`src/design/blgl_pkg.sv`:
```
// Shared types and constants for the bitmap glyph layout block.
package blgl_pkg;

   localparam int CODE_W  = 8;
   localparam int ATLAS_W = 12;
   localparam int ADV_W   = 8;
   localparam int POS_W   = 16;
   localparam int CFG_W   = 8;

   localparam logic [1:0] OP_CHAR  = 2'd0;
   localparam logic [1:0] OP_WRITE = 2'd1;
   localparam logic [1:0] OP_END   = 2'd2;

   localparam logic [1:0] KIND_QUAD    = 2'd0;
   localparam logic [1:0] KIND_MISSING = 2'd1;
   localparam logic [1:0] KIND_DONE    = 2'd2;

   localparam logic [1:0] CMD_GLYPH   = 2'd0;
   localparam logic [1:0] CMD_WRITE   = 2'd1;
   localparam logic [1:0] CMD_DONE    = 2'd2;
   localparam logic [1:0] CMD_NEWLINE = 2'd3;

   localparam logic [CODE_W-1:0] NEWLINE_CODE = 8'd10;

   localparam logic             CSR_GLYPH_WIDTH  = 1'b0;
   localparam logic             CSR_GLYPH_HEIGHT = 1'b1;
   localparam logic [CFG_W-1:0] HEIGHT_RESET     = 8'd8;

   localparam logic [POS_W-1:0] POS_MAX = 16'hFFFF;

   typedef struct packed {
      logic [1:0]         opcode;
      logic [CODE_W-1:0]  char_code;
      logic [ATLAS_W-1:0] atlas_x;
      logic [ATLAS_W-1:0] atlas_y;
      logic [ADV_W-1:0]   glyph_advance;
      logic               glyph_present;
   } req_type;

   typedef struct packed {
      logic [1:0]         kind;
      logic [POS_W-1:0]   screen_x;
      logic [POS_W-1:0]   screen_y;
      logic [ATLAS_W-1:0] tex_x;
      logic [ATLAS_W-1:0] tex_y;
      logic [POS_W-1:0]   text_width;
      logic [POS_W-1:0]   text_height;
   } rsp_type;

   // Classified command handed from the front to the back
   typedef struct packed {
      logic [1:0]         cmd;
      logic               in_range;
      logic [CODE_W-1:0]  code;
      logic [ATLAS_W-1:0] atlas_x;
      logic [ATLAS_W-1:0] atlas_y;
      logic [ADV_W-1:0]   advance;
      logic               present;
   } cmd_type;

   typedef struct packed {
      logic [ATLAS_W-1:0] atlas_x;
      logic [ATLAS_W-1:0] atlas_y;
      logic [ADV_W-1:0]   advance;
   } glyph_type;

endpackage

```
`src/design/blgl_queue.sv`:
```
// Two-entry command queue between the front and the back end.
module blgl_queue import blgl_pkg::*; (
   input  logic    clock,
   input  logic    reset,
   input  logic    push_valid,
   output logic    push_ready,
   input  cmd_type push_data,
   output logic    pop_valid,
   input  logic    pop,
   output cmd_type pop_data
);

   localparam int DEPTH = 2;
   localparam int PTR_W = $clog2(DEPTH);
   localparam int CNT_W = $clog2(DEPTH + 1);
   localparam logic [CNT_W-1:0] FULL = CNT_W'(DEPTH);

   cmd_type          slot_ff [DEPTH];
   logic [PTR_W-1:0] wr_ptr_ff, wr_ptr_in;
   logic [PTR_W-1:0] rd_ptr_ff, rd_ptr_in;
   logic [CNT_W-1:0] count_ff, count_in;
   logic             do_push, do_pop;

   assign push_ready = (count_ff != FULL);
   assign pop_valid  = (count_ff != '0);
   assign pop_data   = slot_ff[rd_ptr_ff];
   assign do_push    = push_valid && push_ready;
   assign do_pop     = pop && pop_valid;

   always_comb begin
      wr_ptr_in = do_push ? wr_ptr_ff + 1'b1 : wr_ptr_ff;
      rd_ptr_in = do_pop  ? rd_ptr_ff + 1'b1 : rd_ptr_ff;
      count_in  = count_ff + CNT_W'(do_push) - CNT_W'(do_pop);
   end

   always_ff @(posedge clock) begin
      if (reset) begin
         wr_ptr_ff <= '0;
         rd_ptr_ff <= '0;
         count_ff  <= '0;
      end else begin
         wr_ptr_ff <= wr_ptr_in;
         rd_ptr_ff <= rd_ptr_in;
         count_ff  <= count_in;
      end
   end

   always_ff @(posedge clock) begin
      if (do_push) begin
         slot_ff[wr_ptr_ff] <= push_data;
      end
   end

endmodule

```
`config.mk`:
```
export PLATFORM = sky130hd
export DESIGN_NAME = blgl_queue
export DESIGN_NICKNAME = d
export VERILOG_FILES = /design/src/design/blgl_pkg.sv /design/src/design/blgl_queue.sv
export SDC_FILE = /design/constraint.sdc
export NUM_CORES = 1
export LEC_CHECK = 0
export CAP_MARGIN = 20
export CORE_MARGIN = 2
export CORE_UTILIZATION = 45
export CTS_BUF_LIST = sky130_fd_sc_hd__clkbuf_8
export CTS_CLUSTER_SIZE = 10
export DETAILED_ROUTE_END_ITERATION = 10
export DONT_BUFFER_PORTS = 1
export PLACE_DENSITY = 0.64
export SYNTH_ARGS = -nofsm -noshare
export SYNTH_HDL_FRONTEND = slang
export SYNTH_SLANG_ARGS = --single-unit
export TNS_END_PERCENT = 10
```
`constraint.sdc`:
```
create_clock -name clock -period 4.13 [get_ports clock]
set_input_delay 0.6195 -clock clock [delete_from_list [all_inputs] [get_ports clock]]
set_output_delay 0.6195 -clock clock [all_outputs]
set_load 0.02 [all_outputs]
```
==> results by group, run 1 <==
Run status
  • Status: finished, final reports clean

GRT
  • Largest net degree at the start of global routing: between 40 and 50
  • Antenna violations before repair: 0
  • Met1 Track Usage GR: 0.137
  • Global-route wire length before repair: 8.47 mm
  • Vias in the first global route: 1623
  • GRT Residual Overflow: 0
  • Gr usage total: 0.136
  • Met3 Use GR: 0.0581
  • Met2 Resource Use GR: 0.233
  • Top Usage Layer GRT: met2

Timing
  • Skew final: 0.00773 ns
  • Final Hold Fails: 0
  • Final setup fails: 0
  • RSZ-0062 raised after global routing: no
  • Max transition margin: 0.331
  • Shortest period the worst path allows: 2.45 ns
  • Tcrit/Tclk final: 0.592
  • Slew @ Worst Pin: around 1.0 ns
  • Pins over their slew limit: 0
  • Fmax: 409 MHz
  • Fin Setup TNS: 0 ns
  • Worst Slack Setup Final: 1.68 ns

Drt
  • DRT iter0 DRCs: 50
  • DR vias/cell: about 5.2
  • Routed wire length: 5.39 mm
  • WL per Instance: roughly 20 um
  • Via count: approximately 1.4k
  • Residual DRC: 0
  • Total iterations of the first detailed-routing run: 4
  • Antenna viol nets, final: 0

Final layout
  • # nets final: 221
  • Storage element area: 2740 um2
  • Multi-input logic area: 651 um2
  • Number of fill cells in the layout: 626
  • Synth-to-Final Area Change: 7.86%
  • Share of cells above drive strength 1: 0.356
  • # diodes: 0

Floorplanning
  • Die H: ~91 um
  • Placement Rows: 31
  • Starting Density: 0.469
  • Die ar.: 8310 um2
  • Top-level I/O count: 94
  • Die Wd: 91.2 um
  • Core Area: between 7000 and 8000 um2

Power
  • Leak pwr: 1.18 nW
  • Clock network fraction of total power: 0.236
  • PD cells: 579 nW/um2
  • Sequential share of power: 0.573
  • Switch Pwr: 0.000625 W
  • Logic pwr share: 0.191
  • Max IR drop VDD: about 0.00031 V
  • Switching Share: 0.293
  • P_int: 0.00151 W

Worst setup path
  • Delay-heaviest family, CP: flip-flops
  • Data arrival, critical path: 1.83 ns
  • CP max FO: 44
  • CP endpoint kind: output pin
  • Crit path kind: reg -> out
  • CP peak stage delay: 0.97 ns
  • Worst reg-to-reg setup slack: 2.02 ns
  • Crit path required time: 3.51 ns
  • Crit path cell chain: mux2_2
  • Startpoint class of the critical path: flip-flop
  • Slowest stage cell, crit path: dfxtp_2
  • Crit path buf inv count: 0

Clock network
  • Htree depth: 3
  • Hold_buf cts: 0
  • Clk root buf: clkbuf_8
  • Post-CTS Resized: 0
  • Clock transition at path regs: 0.08 ns
  • Clock Sink Count: 93
  • Clock Path Buffers: 2
  • Worst skew pair latency: 0.34 ns
  • CTS tree: built
  • Postcts setup bufs: 0
  • CTS buffer count: 9

Logic synthesis
  • Post-synth cell types: 22
  • Most common cell in the netlist: edfxtp_1
  • Ys Warns: 0
  • Mapped Avg Cell Area: just over 20 um2
  • Ys async rst share: 0
  • Post-synth top cells: 88 x edfxtp_1, 44 x mux2_2, 5 x buf_2, 5 x dfxtp_1, 5 x nor2_1
  • Ys flop type: edfxtp_1
  • Synthesized net count: between 200 and 250
  • Synth Register Bits: 93
  • Synth Instances: between 150 and 200
  • Number of synthesized flops with an enable pin: 88
  • Largest area contributor in the netlist: edfxtp_1
  • Sequential area share after synthesis: 0.802
  • Cell area after synthesis: 3420 um2
  • Post-synth top area share: 0.772
  • Top cells by area, synth: edfxtp_1 77%, mux2_2 14%, dfxtp_1 2.9%

Placed design
  • Post-detail-place hpwl: 3.53 mm
  • RePlAce Congestion: 0.666
  • PortBufs: 0
  • Placement Setup Slack: 1.99 ns

Run
  • Max_cap viols: 0

Min path
  • Hold Path Class: in -> reg
[sequential cells by signal (all words and copies together) (netlist names), named ones only]
signal / count
count_ff: 2
rd_ptr_ff: 1
slot_ff: 88
wr_ptr_ff: 1
[layout by cell type (no fill, tap or decap), drive strengths merged, types with 2 or more instances in the layout]
cell type   n
nor2        5
edfxtp     88
mux2       45
clkinv      3
a21bo       2
inv         2
clkbuf      9
nor2b       2
o21ai       2
dfxtp       5
clkinvlp    3
[worst paths after layout]
kind              cells past startpoint         from       endpoint
setup / recovery                      1    flip-flop   pop_data[40]
hold / removal                        1        reset      flip-flop
hold reg to reg                       2    rd_ptr_ff      flip-flop
setup reg to reg                      2  count_ff[0]  slot_ff[1][0]
[per-stage QoR]
| stage | util | total power [W] | hold WS (ns) | cell area (um2) | std cells |
|---|---|---|---|---|---|
| 2_1_floorplan | - | 0.00160 | 0.472 | 3420 | 166 |
| 3_3_place_gp | 0.483 | 0.00165 | 0.483 | 3520 | 260 |
| 3_5_place_dp | 0.483 | 0.00166 | 0.509 | 3520 | 260 |
| 4_1_cts | 0.506 | 0.00217 | 0.306 | 3690 | 276 |
| 5_1_grt | 0.506 | 0.00223 | 0.302 | 3690 | 276 |
| 6_report | 0.506 | 0.00214 | 0.328 | 3690 | 276 |
[power groups by stage]
stage / Combinational, W / Clock (W) / Sequential (W)
detailed placement: 0.000413 / 0 / 0.00125
floorplan: 0.000412 / 0 / 0.00119
global route: 0.000433 / 0.000558 / 0.00124
CTS: 0.000416 / 0.000522 / 0.00123
finish: 0.000408 / 0.000504 / 0.00122
global placement: 0.000406 / 0 / 0.00124
[cells by family (layout without fill, tap and decap cells)]
kind of cell,Yosys count,count (layout),synth area share
DFF,93,93,0.802
muxes,45,45,0.148
and+or+nand+nor,13,13,0.0205
AOI/OAI and AO/OA,7,7,0.0150
buffers and inverters,6,17,0.00841
adders and majority gates,1,1,0.00366
xor gates and xnor gates,1,1,0.00256
[final cells by class]
type / instances / area share
flip-flops and latches: 93 / 0.744
well taps: 99 / 0.0336
clock buffers: 9 / 0.0336
clock inverters: 7 / 0.0119
inverters: 1 / 0.00102
multi-input cells: 67 / 0.176
[layer usage]
| metal | wire length, um | vias to the layer above | share of wire |
|---|---|---|---|
| li1 | - | 656 | - |
| met1 | 1980 | 709 | 0.37 |
| met2 | 2840 | 58 | 0.53 |
| met3 | 482 | 7 | 0.089 |
| met4 | 91 | 0 | 0.017 |
| met5 | 0 | - | 0 |
Note: power is estimated with default switching activity, not from simulation.
==> run 2: changes to the inputs <==
--- a/config.mk
+++ b/config.mk
@@ -5,6 +5,7 @@
 export SDC_FILE = /design/constraint.sdc
 export NUM_CORES = 1
 export LEC_CHECK = 0
+export ABC_AREA = 1
 export CAP_MARGIN = 20
 export CORE_MARGIN = 2
 export CORE_UTILIZATION = 45
==> constraint.sdc (replaced) <==
create_clock -name clock -period 2.6 [get_ports clock]
set_input_delay 0.39 -clock clock [delete_from_list [all_inputs] [get_ports clock]]
set_output_delay 0.39 -clock clock [all_outputs]
set_load 0.02 [all_outputs]
==> results by group, run 2 <==
Logic synthesis
  • Ys flop type: edfxtp_1
  • Synth Instances: 173
  • Post-synth top cells: 88 x edfxtp_1, 40 x mux2_4, 8 x inv_1, 8 x nor2_1, 7 x nand2_1
  • Largest area contributor in the netlist: edfxtp_1
  • Ys async rst share: 0
  • Ys Warns: 0
  • Post-synth top area share: 0.730
  • Top cells by area, synth: edfxtp_1 73%, mux2_4 17%, dfxtp_1 2.8%
  • Post-synth cell types: 16
  • Synth Register Bits: slightly above 90
  • Synthesized net count: 222
  • Most common cell in the netlist: edfxtp_1
  • Cell area after synthesis: approximately 3600 um2
  • Sequential area share after synthesis: 0.758
  • Number of synthesized flops with an enable pin: 88
  • Mapped Avg Cell Area: 20.9 um2

Final layout
  • Fin util: 0.505
  • Biggest register: slot_ff
  • Share of cells above drive strength 1: 0.353
  • Synth-to-Final Area Change: 8.47%
  • Top Registers: slot_ff (88), count_ff (2)
  • Number of flip-flops in the largest register: between 80 and 90
  • Most frequent cells in the layout: 88 x edfxtp_1, 40 x mux2_4, 11 x inv_1
  • Number of fill cells in the layout: 634
  • # nets final: around 230
  • Commonest non-fill, non-tap cell in the layout: edfxtp_1
  • # diodes: 0

Drt
  • Residual DRC: 0
  • Via count: 1473
  • DR vias/cell: about 5.0
  • DRT iter0 DRCs: 49
  • WL per Instance: 19.1 um
  • Routed wire length: 5.56 mm
  • Total iterations of the first detailed-routing run: 4
  • Antenna viol nets, final: 0

Power
  • Switching Share: 0.302
  • Switch Pwr: 0.00120 W
  • Leak pwr: 1.38 nW
  • Logic pwr share: 0.279
  • P_int: 0.00277 W
  • Sequential share of power: 0.502
  • Clock network fraction of total power: 0.220
  • Max IR drop VDD: 0.000514 V
  • PD cells: 1010 nW/um2

Min path
  • HP Start: reset
  • Hold Path Class: in -> reg

Timing
  • Fmax: 503 MHz
  • RSZ-0062 raised after global routing: no
  • Final Hold Fails: 0
  • Skew final: 0.00674 ns
  • Shortest period the worst path allows: between 1.5 and 2 ns
  • Worst Slack Setup Final: 0.613 ns
  • Tcrit/Tclk final: 0.764
  • Pins over their slew limit: 0
  • Slew @ Worst Pin: roughly 0.57 ns
  • Max transition margin: 0.619
  • Final setup fails: 0
  • Fin Setup TNS: 0 ns

Clock network
  • Worst skew pair latency: roughly 0.34 ns
  • Clock Sink Count: 93
  • CTS buffer count: 9
  • Hold_buf cts: 0
  • Clk root buf: clkbuf_8
  • Htree depth: 3
  • CTS tree: built
  • Clock Path Buffers: 2
  • Post-CTS Resized: 0
  • Postcts setup bufs: 0
  • Clock transition at path regs: 0.08 ns

Worst setup path
  • Crit path required time: 2.21 ns
  • CP endpoint kind: output pin
  • Delay-heaviest family, CP: flip-flops
  • CP peak stage delay: 0.54 ns
  • Reg2Reg Launch Point: count_ff[0]
  • Startpoint class of the critical path: flip-flop
  • Slowest stage cell, crit path: dfxtp_2
  • Crit path buf inv count: 1
  • Data arrival, critical path: 1.60 ns
  • Crit path kind: reg -> out
  • CP max FO: 14
  • Crit path cell chain: buf_4 > mux2_4

GRT
  • GRT Residual Overflow: 0
  • Top Usage Layer GRT: met2
  • Met3 Use GR: 0.0819
  • Global-route wire length before repair: 8.16 mm
  • Gr usage total: 0.129
  • Vias in the first global route: 1595
  • Largest net degree at the start of global routing: 28
  • Met1 Track Usage GR: 0.115
  • Antenna violations before repair: 0
  • Met2 Resource Use GR: 0.229

Run
  • Max_cap viols: 0

Floorplanning
  • Die Wd: 93.7 um
  • Die ar.: 8780 um2
  • Top-level I/O count: 94
  • Core Area: 7770 um2
  • Placement Rows: 32
  • Die H: 93.7 um
  • Starting Density: 0.466

Placed design
  • PortBufs: 0
  • Post-detail-place hpwl: 4.09 mm
  • Placement Setup Slack: 0.671 ns
  • RePlAce Congestion: about 0.7

Run status
  • Status: finished, final reports clean
run 2: changes by cell type after synthesis, moves of 4 or more:
| cell | delta |
|---|---|
| mux2_2 | -40 |
| buf_2 | -5 |
| inv_1 | +7 |
| buf_12 | +4 |
| nand2_1 | +7 |
| mux2_4 | +40 |
run 2: final cells by class:
type / instances / area, um2 / area share
Multi-Input combinational cell: 67 / 771 / 0.196
Clock buffer: 9 / 124 / 0.0315
Timing Repair Buffer: 6 / 70.1 / 0.0178
Clock inverter: 7 / 60.1 / 0.0153
Inverter: 8 / 30.0 / 0.00765
Sequential cell: 93 / 2740 / 0.699
Tap cell: 102 / 128 / 0.0325
run 2: kinds of logic after synthesis:
family / count (synthesis) / synth area share
flops: 93 / 0.758
mux: 44 / 0.178
simple gates: 19 / 0.0218
buf+inv: 13 / 0.0335
compound gates: 2 / 0.00277
xor+xnor: 1 / 0.00242
fa+ha+maj: 1 / 0.00346
run 2: per-stage QoR:
step	hold WS, ns	std cells	instance area (um2)	total power [W]
after floorplan	0.461	173	3620	0.00303
after global placement	0.463	276	3740	0.00311
after detailed placement	0.464	276	3740	0.00315
after CTS	0.0898	292	3930	0.00402
after global routing	0.0929	292	3930	0.00417
final	0.109	292	3930	0.00397
run 2: path summary, 6_finish.rpt:
kind	end	slack [ns]	cells past startpoint
hold / removal	count_ff[0]	0.11	1
setup / recovery	pop_data[18]	0.61	2
hold reg to reg	flip-flop	0.53	2
setup reg to reg	slot_ff[1][24]	0.70	5
run 2: layer usage:
layer | wire length [um] | vias to the layer above
li1 | - | 673
met1 | 1880 | 731
met2 | 2910 | 61
met3 | 698 | 8
met4 | 77 | 0
met5 | 0 | -
run 2: power by group through the flow:
stage | registers (W) | clock network [W] | logic [W]
2_1_floorplan | 0.00199 | 0 | 0.00104
3_3_place_gp | 0.00201 | 0 | 0.00110
3_5_place_dp | 0.00203 | 0 | 0.00112
4_1_cts | 0.00200 | 0.000902 | 0.00113
5_1_grt | 0.00201 | 0.000967 | 0.00119
6_report | 0.00199 | 0.000872 | 0.00111
